==> src/rtl/core/plc_pkg.sv <==
// Package with the shared types, codes and constants of the positional list.
package plc_pkg;

  // Default list capacity and the longest read-out that is emitted.
  localparam int CAPACITY_DEF = 64;
  localparam int MAX_OUT      = 64;

  // Width of slot indexes and counts inside the cell chain, enough for 1024 entries.
  localparam int IDX_W = 11;

  // Operation codes of an input word.
  localparam logic [1:0] ACT_APPEND = 2'd0;
  localparam logic [1:0] ACT_INSERT = 2'd1;
  localparam logic [1:0] ACT_DELETE = 2'd2;
  localparam logic [1:0] ACT_READ   = 2'd3;

  // Status codes of a result word.
  localparam logic [1:0] ST_OK     = 2'd0;
  localparam logic [1:0] ST_FULL   = 2'd1;
  localparam logic [1:0] ST_EMPTY  = 2'd2;
  localparam logic [1:0] ST_BADPOS = 2'd3;

  // Commands that every cell of the chain sees.
  localparam logic [2:0] OP_HOLD   = 3'd0;
  localparam logic [2:0] OP_APPEND = 3'd1;
  localparam logic [2:0] OP_INSERT = 3'd2;
  localparam logic [2:0] OP_DELETE = 3'd3;
  localparam logic [2:0] OP_ROTATE = 3'd4;

  typedef struct packed {
    logic [1:0]         action;
    logic [5:0]         position;
    logic signed [31:0] element;
  } in_word_t;

  typedef struct packed {
    logic [1:0]         status;
    logic signed [31:0] value;
    logic [5:0]         slot;
    logic [6:0]         fill;
    logic               last;
  } out_word_t;

  typedef struct packed {
    logic [2:0]       op;
    logic [IDX_W-1:0] pos;
    logic [IDX_W-1:0] lim;
    logic [31:0]      elem;
  } cell_ctl_t;

endpackage

==> src/rtl/core/plc_cell.sv <==
// One storage cell of the list chain, holding the entry of a fixed slot.
module plc_cell #(
  parameter int Idx = 0
) (
  input  logic             clk,
  input  plc_pkg::cell_ctl_t ctl,
  input  logic [31:0]      left_data,
  input  logic [31:0]      right_data,
  input  logic [31:0]      head_data,
  output logic [31:0]      data
);
  import plc_pkg::*;

  localparam logic [IDX_W-1:0] MyIdx  = IDX_W'(Idx);
  localparam logic [IDX_W-1:0] MyNext = IDX_W'(Idx + 1);

  logic [31:0] data_r;
  logic [31:0] data_nxt;

  always_comb begin
    data_nxt = data_r;
    case (ctl.op)
      OP_APPEND: begin
        if (MyIdx == ctl.lim) data_nxt = ctl.elem;
      end
      OP_INSERT: begin
        if (MyIdx == ctl.pos) begin
          data_nxt = ctl.elem;
        end else if (MyIdx > ctl.pos) begin
          data_nxt = left_data;
        end
      end
      OP_DELETE: begin
        if (MyIdx >= ctl.pos) data_nxt = right_data;
      end
      OP_ROTATE: begin
        // The filled part of the chain turns by one slot toward the head.
        if (MyNext == ctl.lim) begin
          data_nxt = head_data;
        end else if (MyNext < ctl.lim) begin
          data_nxt = right_data;
        end
      end
      default: data_nxt = data_r;
    endcase
  end

  always_ff @(posedge clk) begin
    data_r <= data_nxt;
  end

  assign data = data_r;

endmodule

==> config.mk <==
export PLATFORM = sky130hd
export DESIGN_NAME = plc_cell
export DESIGN_NICKNAME = d
export VERILOG_FILES = /design/src/rtl/core/plc_pkg.sv /design/src/rtl/core/plc_cell.sv
export SDC_FILE = /design/constraint.sdc
export NUM_CORES = 1
export LEC_CHECK = 0
export BUFFER_PORTS_ARGS = -buffer_cell sky130_fd_sc_hd__buf_2
export CORE_ASPECT_RATIO = 0.5
export CORE_UTILIZATION = 48
export DETAILED_ROUTE_END_ITERATION = 16
export PLACE_DENSITY = 0.93
export SYNTH_ARGS = -nofsm -noshare
export SYNTH_HDL_FRONTEND = slang
export SYNTH_SLANG_ARGS = --single-unit
export TNS_END_PERCENT = 20
==> constraint.sdc <==
create_clock -name clk -period 6.2 [get_ports clk]
set_input_delay 0 -clock clk [delete_from_list [all_inputs] [get_ports clk]]
set_output_delay 0 -clock clk [all_outputs]
set_load 0.005 [all_outputs]
==> results of run 1 <==
==> power groups by stage <==
stage                     registers [mW]  clock network [mW]  logic [mW]
after detailed placement           0.264                   0       0.196
after floorplan                    0.266                   0       0.107
after global routing               0.261               0.245       0.216
final                              0.260               0.234       0.198
after global placement             0.264                   0       0.191
after CTS                          0.260               0.235       0.197
==> cell type report <==
| cell class | instances | area [µm²] |
|---|---|---|
| multi-input combinational | 211 | 1920 |
| fill | 463 | 1690 |
| timing repair buffer | 190 | 963 |
| sequential | 32 | 961 |
| clock buffer | 6 | 129 |
| tap | 84 | 105 |
| clock inverter | 1 | 5.00 |
==> placed cells by master (no fill, tap or decap) <==
cell type  netlist  layout
buf_2            2     185
a221o_1         32      32
nor2b_1         32      32
clkinv_2         0       1
buf_4            3       5
o31a_4           1       1
nor3b_1          1       1
or3_1            1       1
edfxtp_1        32      32
nor4b_4          1       1
mux2i_1         33      33
a21o_1           1       1
clkbuf_16        0       5
and3b_1         32      32
nor2_1           2       2
a221oi_2        30      30
o21ai_0          2       2
nand2_1          1       1
nor4_1           3       3
or4_4            2       2
or3b_2           1       1
and2_1           0       1
clkbuf_1        22       1
a221oi_1         2       2
o21ai_1         30      30
nand4_1          1       1
xnor2_2          0       1
nand4b_1         1       1
==> stage by stage <==
stage	setup WS, ns	std cells	hold slack [ns]
floorplan	4.20	273	0.199
global placement	3.81	517	0.304
detailed placement	3.79	517	0.311
CTS	4.06	524	0.0321
global route	3.86	524	0.0427
finish	4.06	524	0.0326
==> cell families after synthesis <==
logic type	synth area share, %
AOI/OAI and AO/OA	32.2
and+or+nand+nor	19.9
muxes	10.9
DFF	31.8
buffers and inverters	4.93
xor gates and xnor gates	0.290
==> cells in the mapped netlist, types with 2 or more instances <==
cell type	count	area, µm²
nor4_1	3	18.8
a221oi_2	30	450
o21ai_0	2	10.0
buf_2	2	10.0
buf_4	3	22.5
clkbuf_1	22	82.6
buf_6	3	33.8
o21ai_1	30	150
edfxtp_1	32	961
or4_4	2	22.5
a221oi_1	2	17.5
mux2i_1	33	330
nor2_1	2	7.51
and3b_1	32	280
a221o_1	32	320
nor2b_1	32	200
==> worst max path at each step <==
| stage | from | endpoint | slack (ns) | cells after the start |
|---|---|---|---|---|
| 2_1_floorplan | ctl[56] | data[0] | 4.20 | 5 |
| 3_3_place_gp | ctl[55] | data[1] | 3.81 | 6 |
| 3_5_place_dp | ctl[55] | data[7] | 3.79 | 6 |
| 4_1_cts | ctl[55] | data[7] | 4.06 | 6 |
| 5_1_grt | ctl[55] | data[1] | 3.86 | 6 |
| 6_report | ctl[55] | data[1] | 4.06 | 6 |
==> per-layer routing <==
metal  wire [µm]  global-route usage (%)
met2        4800                    52.9
met4         102                    7.79
met1        3890                    33.5
met5           0                       0
met3         606                    5.23
==> run_results.csv, run 1 <==
group,metric,value,unit
global_route,antenna_found_initial,0,
logic_synthesis,yosysWarnings,0,
pwr,power.clock.fraction,33.8,%
pwr,ir_drop,0.0929,mV
placement,place_area,3950,µm²
logic_synthesis,ys_seq_elements,32,
logic_synthesis,synth_flop_cell,"edfxtp_1",
clock_tree,cts.clk_slew.worst_paths,0.05,ns
clock_tree,holdBufCountCts,0,
die,core,5780,µm²
die,io_pins,186,
clock_tree,cts_htree_levels,2,
sta,setup-violations-final,0,
sta,rsz0062_at_grt,"false",
die,fp.dieW,114,µm
setup_path,path_buf_inv,2,
route,finalWirelength,9400,µm
pwr,power_leakage,2.08,nW
global_route,grt-ovfl-total,0,
sta,fin_tns_setup,0,ns
sta,max_slew.worst_pin.slew,1.27,ns
placement,gp_congestion,0.787,
clock_tree,cts_setup_buffers,0,
route,drt_iter0_markers,222,
placement,hpwlAfterDp,6640,µm
setup_path,crit_chain,"buf_2 > nor3b_1 > nor4b_4 > buf_4 > a221oi_1 > o21ai_0",
final_layout,postLayoutCoreUtil,70.7,%
setup_path,crit_arrival,2.26,ns
global_route,grt_first_pass_wirelength,14600,µm
placement,numPortBuffers,185,
logic_synthesis,async_flop_share,0,%
route,wl_per_cell,17.9,µm
logic_synthesis,synth.avg_cell_area,11.1,µm²
setup_path,critPathKind,"in2reg",
global_route,grt_max_degree,39,
setup_path,cp-end-kind,"flop",
final_layout,largest_register_ffs,32,
die,initial_core_util,52.3,%
hold_path,hold_end,"data[15]",
clock_tree,post_cts_resized,0,
route,ant_nets,0,
logic_synthesis,synth_enable_flop_cells,32,
setup_path,cpLargestDelayFamily,"buffers and inverters",
clock_tree,cts-root-buf,"clkbuf_16",
final_layout,area_growth,35.1,%
pwr,p_sw_share,27.0,%
logic_synthesis,synth_nets,427,
outcome,status,"complete, no violations",
pwr,combinationalPowerShare,28.6,%
sta,hold_viol_final,0,
setup_path,cp-start-kind,"input pin",
hold_path,holdCritPathClass,"in2reg",
pwr,power.density,169,nW/µm²
sta,fmax,468,MHz
die,std_cell_rows,19,
final_layout,drive_gt1_share,52.7,%
route,dr.pass1.iters,4,
die,chipHeight,58.1,µm
pwr,p_seq_share,37.5,%
die,dieArea,6640,µm²
clock_tree,numCtsBuffers,5,
clock_tree,cts_tree,"yes",
setup_path,crit_fanout,38,
sta,finalMaxSlewViolations,0,
clock_tree,clockBufferDepth,2,
route,drc_errors,0,
run,drv_cap,0,
pwr,p_switching,187,µW
global_route,grt_pass1_vias,3131,
pwr,internal_power,506,µW
final_layout,fin_area,4080,µm²
final_layout,layout.nets,594,
route,viasPerCell,5.92,
logic_synthesis,synth_seq_area_share,31.8,%
logic_synthesis,synth.distinct_cells,27,
pwr,power.total,692,µW
sta,finalCritPeriodShare,34.5,%
global_route,track_usage,28.2,%
hold_path,hold_start,"left_data[15]",
clock_tree,cts_sinks,32,
final_layout,n_antenna_cell,0,
setup_path,cp_slowest_cell,"nor4b_4",
setup_path,required,6.32,ns
sta,relSlewSlack,15.3,%
hold_path,whs_path_depth,3,
route,via_count,3100,
setup_path,slowest_delay,0.63,ns
logic_synthesis,synth_cells,273,
logic_synthesis,syn_area,3020,µm²
sta,period_needed,2.14,ns
Power figures use the tool's default switching activity.
==> inputs of run 2 (changes only) <==
--- a/config.mk
+++ b/config.mk
@@ -7,9 +7,9 @@
 export LEC_CHECK = 0
 export BUFFER_PORTS_ARGS = -buffer_cell sky130_fd_sc_hd__buf_2
 export CORE_ASPECT_RATIO = 0.5
-export CORE_UTILIZATION = 48
+export CORE_UTILIZATION = 44
 export DETAILED_ROUTE_END_ITERATION = 16
-export PLACE_DENSITY = 0.93
+export PLACE_DENSITY = 0.87
 export SYNTH_ARGS = -nofsm -noshare
 export SYNTH_HDL_FRONTEND = slang
 export SYNTH_SLANG_ARGS = --single-unit
==> constraint.sdc (replaced) <==
create_clock -name clk -period 2 [get_ports clk]
set_input_delay 0 -clock clk [delete_from_list [all_inputs] [get_ports clk]]
set_output_delay 0 -clock clk [all_outputs]
set_load 0.005 [all_outputs]
==> run_results.csv, run 2 (synthesis gave the netlist of run 1 again) <==
group,metric,value,unit
sta,hold_ws,0.0234,ns
route,ant_nets,0,
pwr,ir_drop,0.274,mV
die,fp.dieW,119,µm
pwr,power.density,518,nW/µm²
final_layout,final_cells,537,
global_route,grt_max_degree,33,
placement,placed_cells,529,
die,io_pins,186,
sta,finalMaxSlewViolations,0,
setup_path,cp-end-kind,"flop",
outcome,status,"complete, no violations",
setup_path,cp_slowest_cell,"o31a_4",
clock_tree,cts_sinks,32,
final_layout,largest_register_ffs,32,
hold_path,holdCritPathClass,"in2reg",
sta,relSlewSlack,60.8,%
setup_path,crit_fanout,32,
sta,setup-violations-final,0,
clock_tree,clockBufferDepth,2,
clock_tree,post_cts_resized,0,
die,initial_core_util,47.6,%
sta,finalCritPeriodShare,83.8,%
pwr,power_leakage,2.14,nW
final_layout,layout.nets,602,
route,dr.pass1.iters,4,
final_layout,drive_gt1_share,53.9,%
clock_tree,cts.clk_slew.worst_paths,0.06,ns
final_layout,multi_input_area,1920,µm²
sta,fmax,597,MHz
sta,max_slew.worst_pin.slew,0.589,ns
setup_path,critPathKind,"in2reg",
global_route,antenna_found_initial,0,
sta,period_needed,1.68,ns
sta,fin_tns_setup,0,ns
setup_path,slowest_delay,0.59,ns
clock_tree,numCtsBuffers,5,
route,drt_iter0_markers,179,
die,std_cell_rows,20,
final_layout,area_growth,39.1,%
setup_path,required,2.01,ns
final_layout,n_antenna_cell,0,
route,viasPerCell,5.82,
die,dieArea,7230,µm²
route,finalWirelength,9380,µm
clock_tree,cts_htree_levels,2,
setup_path,crit_chain,"buf_2 > or4_4 > o31a_4 > a221oi_1 > o21ai_0",
route,drc_errors,0,
global_route,grt-ovfl-total,0,
sta,hold_viol_final,0,
final_layout,regArea,961,µm²
route,wl_per_cell,17.5,µm
final_layout,postLayoutCoreUtil,66.2,%
global_route,grt_pass1_vias,3110,
clock_tree,holdBufCountCts,0,
clock_tree,cts_setup_buffers,0,
global_route,track_usage,25.7,%
die,chipHeight,60.6,µm
setup_path,crit_arrival,1.69,ns
setup_path,cp-start-kind,"input pin",
run,drv_cap,0,
final_layout,final_cell_mix,"buf_2 (185), mux2i_1 (33)",
placement,gp_congestion,0.773,
placement,numPortBuffers,185,
sta,rsz0062_at_grt,"false",
placement,hpwlAfterDp,6810,µm
clock_tree,cts_tree,"yes",
final_layout,n_fill_cell,544,
route,via_count,3126,
clock_tree,cts-root-buf,"clkbuf_16",
die,core,6360,µm²
final_layout,layout_commonest_cell,"buf_2",
global_route,grt_first_pass_wirelength,14500,µm
==> run 2: cell types whose count changed in the layout (fill, tap and decap cells not counted), sizes merged <==
cell,before,now
clkbuf,6,5
buf,190,198
clkinv,1,3
==> run 2: power breakdown <==
group	switching [mW]	internal, mW
Clock	0.288	0.452
Combinational	0.296	0.336
Sequential	0.00994	0.796
==> run 2: metal layers <==
| metal | vias to the layer above | share of wire (%) | global-route usage (%) |
|---|---|---|---|
| met5 | - | 0 | 0 |
| met4 | 0 | 1.0 | 8.86 |
| met3 | 11 | 5.1 | 4.04 |
| met2 | 109 | 51 | 49.7 |
| met1 | 1514 | 43 | 30.1 |
| li1 | 1492 | - | - |
==> run 2: worst max-delay path: cells and delay by family <==
kind / cells / cell delay [ns]
compound gates: 3 / 1.01
simple gates: 1 / 0.56
buf+inv: 1 / 0.10
==> run 2: layout make-up <==
cell class / count / share of cell area (%)
Multi-Input combinational cell: 211 / 45.7
Tap cell: 88 / 2.62
Clock inverter: 3 / 0.327
Timing Repair Buffer: 198 / 25.5
Sequential cell: 32 / 22.9
Clock buffer: 5 / 2.98
==> run 2: final timing paths <==
kind / startpoint / end / cells after the start
max: ctl[48] / data[1] / 5
min: left_data[18] / data[18] / 3
==> run 2: metrics by stage <==
stage	area, µm²	worst slack, ns	total power [mW]
2_1_floorplan	3020	0.263	1.15
3_3_place_gp	4070	0.0868	1.43
3_5_place_dp	4070	0.0308	1.45
4_1_cts	4210	0.320	2.18
5_1_grt	4210	0.237	2.27
6_report	4210	0.324	2.18
